$ cat src/hw/rtl/lhtt_pkg.sv
// ----------------------------------------------------------------------------
// lhtt_pkg
// Shared types and constants of the lock holder tag table.
// ----------------------------------------------------------------------------
package lhtt_pkg;

    localparam int unsigned ADDR_W     = 64;
    localparam int unsigned CPU_W      = 8;
    localparam int unsigned COUNT_W    = 32;
    localparam int unsigned CFG_IDX_W  = 2;
    localparam int unsigned CFG_DATA_W = 4;
    localparam int unsigned IBITS_W    = 4;

    localparam logic [ADDR_W-1:0]  HASH_MULT      = 64'h61C8864680B583EB;
    localparam logic [IBITS_W-1:0] IBITS_RESET    = 4'd10;

    typedef enum logic [1:0] {
        CMD_SET   = 2'd0,
        CMD_CLEAR = 2'd1,
        CMD_QUERY = 2'd2,
        CMD_NONE  = 2'd3
    } t_cmd;

    typedef enum logic [2:0] {
        ST_OK        = 3'd0,
        ST_NO_TABLE  = 3'd1,
        ST_EMPTY     = 3'd2,
        ST_COLLISION = 3'd3,
        ST_SKIPPED   = 3'd4
    } t_status;

    typedef enum logic [CFG_IDX_W-1:0] {
        CFG_INDEX_BITS  = 2'd0,
        CFG_TABLE_READY = 2'd1
    } t_cfg_idx;

    // operand pair fed to the shared 32x32 multiplier
    typedef enum logic [1:0] {
        MUL_LO_LO = 2'd0,
        MUL_HI_LO = 2'd1,
        MUL_LO_HI = 2'd2
    } t_mul_sel;

    typedef enum logic [1:0] {
        ACC_HOLD   = 2'd0,
        ACC_LOAD   = 2'd1,
        ACC_ADD_HI = 2'd2
    } t_acc_op;

    typedef struct packed {
        logic     latch;
        t_mul_sel mul_sel;
        t_acc_op  acc_op;
        logic     clr_step;
        logic     rd_en;
        logic     eval;
    } t_dp_cmd;

    typedef struct packed {
        logic clr_last;
    } t_dp_status;

endpackage

$ cat src/hw/rtl/lhtt_ctrl.sv
// ----------------------------------------------------------------------------
// lhtt_ctrl
// Sequencer: clearing sweep after reset, then hash, read and update per item.
// ----------------------------------------------------------------------------
module lhtt_ctrl (
    input  logic                i_clk,
    input  logic                i_rst_n,
    input  logic                i_start,
    input  lhtt_pkg::t_dp_status i_dp_status,
    output lhtt_pkg::t_dp_cmd   o_dp_cmd,
    output logic                o_busy,
    output logic                o_valid
);

    typedef enum logic [7:0] {
        S_CLEAR = 8'b0000_0001,
        S_IDLE  = 8'b0000_0010,
        S_MUL0  = 8'b0000_0100,
        S_MUL1  = 8'b0000_1000,
        S_MUL2  = 8'b0001_0000,
        S_ADD   = 8'b0010_0000,
        S_READ  = 8'b0100_0000,
        S_EVAL  = 8'b1000_0000
    } t_state;

    t_state r_state, n_state;
    logic   r_valid, n_valid;

    always_comb begin
        n_state          = r_state;
        o_dp_cmd         = '0;
        o_dp_cmd.mul_sel = lhtt_pkg::MUL_LO_LO;
        o_dp_cmd.acc_op  = lhtt_pkg::ACC_HOLD;
        case (r_state)
            S_CLEAR: begin
                o_dp_cmd.clr_step = 1'b1;
                if (i_dp_status.clr_last) begin
                    n_state = S_IDLE;
                end
            end
            S_IDLE: begin
                if (i_start) begin
                    o_dp_cmd.latch = 1'b1;
                    n_state        = S_MUL0;
                end
            end
            S_MUL0: begin
                o_dp_cmd.mul_sel = lhtt_pkg::MUL_LO_LO;
                n_state          = S_MUL1;
            end
            S_MUL1: begin
                o_dp_cmd.mul_sel = lhtt_pkg::MUL_HI_LO;
                o_dp_cmd.acc_op  = lhtt_pkg::ACC_LOAD;
                n_state          = S_MUL2;
            end
            S_MUL2: begin
                o_dp_cmd.mul_sel = lhtt_pkg::MUL_LO_HI;
                o_dp_cmd.acc_op  = lhtt_pkg::ACC_ADD_HI;
                n_state          = S_ADD;
            end
            S_ADD: begin
                o_dp_cmd.acc_op = lhtt_pkg::ACC_ADD_HI;
                n_state         = S_READ;
            end
            S_READ: begin
                o_dp_cmd.rd_en = 1'b1;
                n_state        = S_EVAL;
            end
            S_EVAL: begin
                o_dp_cmd.eval = 1'b1;
                n_state       = S_IDLE;
            end
            default: begin
                n_state = S_IDLE;
            end
        endcase
    end

    assign n_valid = (r_state == S_EVAL);

    always_ff @(posedge i_clk) begin
        if (!i_rst_n) begin
            r_state <= S_CLEAR;
            r_valid <= 1'b0;
        end else begin
            r_state <= n_state;
            r_valid <= n_valid;
        end
    end

    assign o_busy  = (r_state != S_IDLE);
    assign o_valid = r_valid;

endmodule

$ cat config.mk
export PLATFORM = sky130hd
export DESIGN_NAME = lhtt_ctrl
export DESIGN_NICKNAME = d
export VERILOG_FILES = /design/src/hw/rtl/lhtt_pkg.sv /design/src/hw/rtl/lhtt_ctrl.sv
export SDC_FILE = /design/constraint.sdc
export NUM_CORES = 1
export LEC_CHECK = 0
export BUFFER_PORTS_ARGS = -buffer_cell sky130_fd_sc_hd__buf_4
export CAP_MARGIN = 20
export CELL_PAD_IN_SITES_DETAIL_PLACEMENT = 1
export CELL_PAD_IN_SITES_GLOBAL_PLACEMENT = 1
export CORE_UTILIZATION = 28
export DETAILED_ROUTE_END_ITERATION = 10
export GPL_ROUTABILITY_DRIVEN = 0
export PLACE_DENSITY = 0.57
export SETUP_SLACK_MARGIN = 0.1
export SYNTH_ARGS = -nofsm -noshare
export SYNTH_HDL_FRONTEND = slang
export SYNTH_SLANG_ARGS = --single-unit
$ cat constraint.sdc
create_clock -name i_clk -period 2.4 [get_ports i_clk]
set_input_delay 0.72 -clock i_clk [delete_from_list [all_inputs] [get_ports i_clk]]
set_output_delay 0.72 -clock i_clk [all_outputs]
set_load 0.02 [all_outputs]
==> results_dict.tcl <==
set metrics [dict create \
    cts_tree "yes" \
    crit_type "flip-flop to output pin" \
    core.rowCount 14 \
    syn_area_sq_um 494.2 \
    grtUsageTotal 0.1345 \
    io_buffers 13 \
    cp_slowest_cell "dfxtp_2" \
    gr-total-overflow 0 \
    crit_family "simple AND/OR/NAND/NOR gates" \
    clock_sinks 9 \
    wl_per_cell_um 12.69 \
    hold_violations 0 \
    drive_above_1_share 0.4706 \
    final-max-slew-violation-count 0 \
    htreeDepth 1 \
    crit_path_max_fanout 4 \
    ys_seq_elements 9 \
    fill_cells 185 \
    synth_area_per_cell_sq_um 9.691 \
    crit_path_end_kind "output pin" \
    io_pins 14 \
    insertion_delay_ns 0.27 \
    core_sq_um 1577 \
    place_inst 77 \
    synthesis.nets 55 \
    die_w_um 44.01 \
    clock_skew_ns 0.003417 \
    power.density_nw_per_um2 518.1 \
    grt_max_degree 7 \
    rsz0062_at_grt "yes" \
    numCtsBuffers 3 \
    cts_max_path_buffers 2 \
    synth_ff_type "dfxtp_1" \
    synthDistinctLibCells 22 \
    drt_iter0_drc 4 \
    final_core_util 0.4095 \
    vias 417 \
    status "complete, no violations" \
    area_growth_pct 30.63 \
    leakage_nw 0.3057 \
    relSlewSlack 0.7985 \
    finalCritPeriodShare 0.9198 \
    max_freq_ghz 0.4530 \
    worstMarginPinSlew_ns 0.2999 \
    cp_data_arrival_time_ns 1.49 \
    ir_drop_mv 0.2181 \
    hold_class "flip-flop to flip-flop" \
    root_buffer "clkbuf_4" \
    ant_nets 0 \
    dieArea_sq_um 1937 \
    drc 0 \
    instances_no_fill 84 \
    clk_pin_slew_worst_paths_ns 0.06 \
    postRouteWirelength_um 1066 \
    finalSetupViolCount 0 \
    maxCapViolCount 0 \
    diodes 0 \
    grt_pass1_wl_um 1794 \
    max_stage_delay_ns 0.35 \
    grt_pass1_vias 371 \
    firstDrtPassIters 2 \
    syn_inst 51 \
    nets 73 \
    yosys_warnings 0 \
    tns_ns 0 \
    synth-async-reset-ratio 0 \
    synth-edff-count 0 \
    crit_buf_inv 1 \
    crit_chain "nor4_4 -> nand2_1 -> nor3b_2 -> buf_4" \
    start_util 0.3135 \
    min_period_ns 2.207 \
    dieHeight_um 44.01 \
    startpoint_type "flip-flop" \
    viasPerCell 4.964 \
    ys_seq_area_frac 0.3646 \
    cp.required_ns 1.68 \
    antenna_found_initial 0 \
]
[routing by layer]
| layer | vias to the layer above | global-route usage | wire [um] |
|---|---|---|---|
| li1 | 213 | - | - |
| met1 | 190 | 0.1889 | 544 |
| met2 | 12 | 0.1676 | 440 |
| met3 | 2 | 0.07347 | 65 |
| met4 | 0 | 0.05455 | 15 |
| met5 | - | 0 | 0 |
[stage by stage]
step           power [mW]  worst slack (ns)  instance area (sq um)  hold slack (ns)
6_report           0.3345            0.1926                  645.6           0.4988
5_1_grt            0.3498           0.09069                  645.6           0.5182
2_1_floorplan      0.1938            0.3539                  494.2           0.5044
4_1_cts            0.3355            0.1128                  623.1           0.5671
3_5_place_dp       0.2126            0.3477                  589.3           0.5517
3_3_place_gp       0.2138            0.3674                  589.3           0.5477
[cell usage after synthesis, drive strengths merged, types with 2 or more instances]
| cell type | instances | area (sq um) |
|---|---|---|
| nand2 | 3 | 13.77 |
| nor3b | 5 | 47.54 |
| xor2 | 2 | 17.52 |
| nand3 | 2 | 10.01 |
| dfxtp | 9 | 180.2 |
| buf | 3 | 22.52 |
| and3 | 3 | 18.77 |
| nand4b | 2 | 17.52 |
| nor2 | 5 | 18.77 |
| inv | 5 | 18.76 |
| and2 | 2 | 12.51 |
| and4b | 2 | 20.02 |
| nor4 | 3 | 48.80 |
[repair_timing]
action / 4_1_cts / 5_1_grt
cloned: 0 / 0
gates resized for setup: 0 / 5
pin swaps: 1 / 6
hold buffers: 0 / 0
buffers inserted: 1 / 2
endpoints found under the setup margin: 2 / 7
[power by group]
part	switching (mW)	total, mW	internal [mW]
Clock	0.0579	0.122	0.0644
Sequential	0.00709	0.160	0.153
Combinational	0.0276	0.0523	0.0247
Total	0.0926	0.334	0.242
[placed cells by master (no fill, tap or decap), types with 3 or more instances in the layout]
master,count
clkbuf_4,3
buf_4,16
and3_1,3
nor2_1,5
dfxtp_1,5
nor3b_1,3
dfxtp_2,3
inv_1,4
[cell families after synthesis]
group,count (synthesis),share of synthesized area
AND/OR/NAND/NOR,29,0.4633
XOR/XNOR,2,0.03545
flip-flops,9,0.3646
AO/OA/AOI/OAI,3,0.05315
buffers and inverters,8,0.08352
[path summary, 6_finish.rpt]
kind	start	depth (start not counted)	slack [ns]	to
worst min register to register	r_state[3]$_SDFFE_PN0P_	1	0.50	r_state[3]$_SDFFE_PN0P_
worst max-delay path	r_state[6]$_SDFFE_PN0P_	4	0.19	o_dp_cmd[6]
worst min-delay path	r_state[3]$_SDFFE_PN0P_	1	0.50	r_state[3]$_SDFFE_PN0P_
worst max register to register	r_state[0]$_SDFFE_PN1P_	4	1.05	r_state[3]$_SDFFE_PN0P_
[state kept, by name, summed over array words and instances, names as in the netlist]
register	count
r_state	8
o_valid	1
[worst reg2reg max path, delay by kind of cell, from the launching register on]
family | cells | cell delay, ns
AND/OR/NAND/NOR | 3 | 0.50
flip-flops | 1 | 0.46
AO/OA/AOI/OAI | 1 | 0.28
[final cells by class]
class	count	area, sq um	share of cell area
well taps	16	20.02	0.03101
inverters	5	18.77	0.02907
flip-flops and latches	9	187.7	0.2907
clock buffers	4	26.28	0.04070
multi-input cells	34	272.8	0.4225
repair buffers	16	120.1	0.1860
Power figures use the tool's default switching activity.
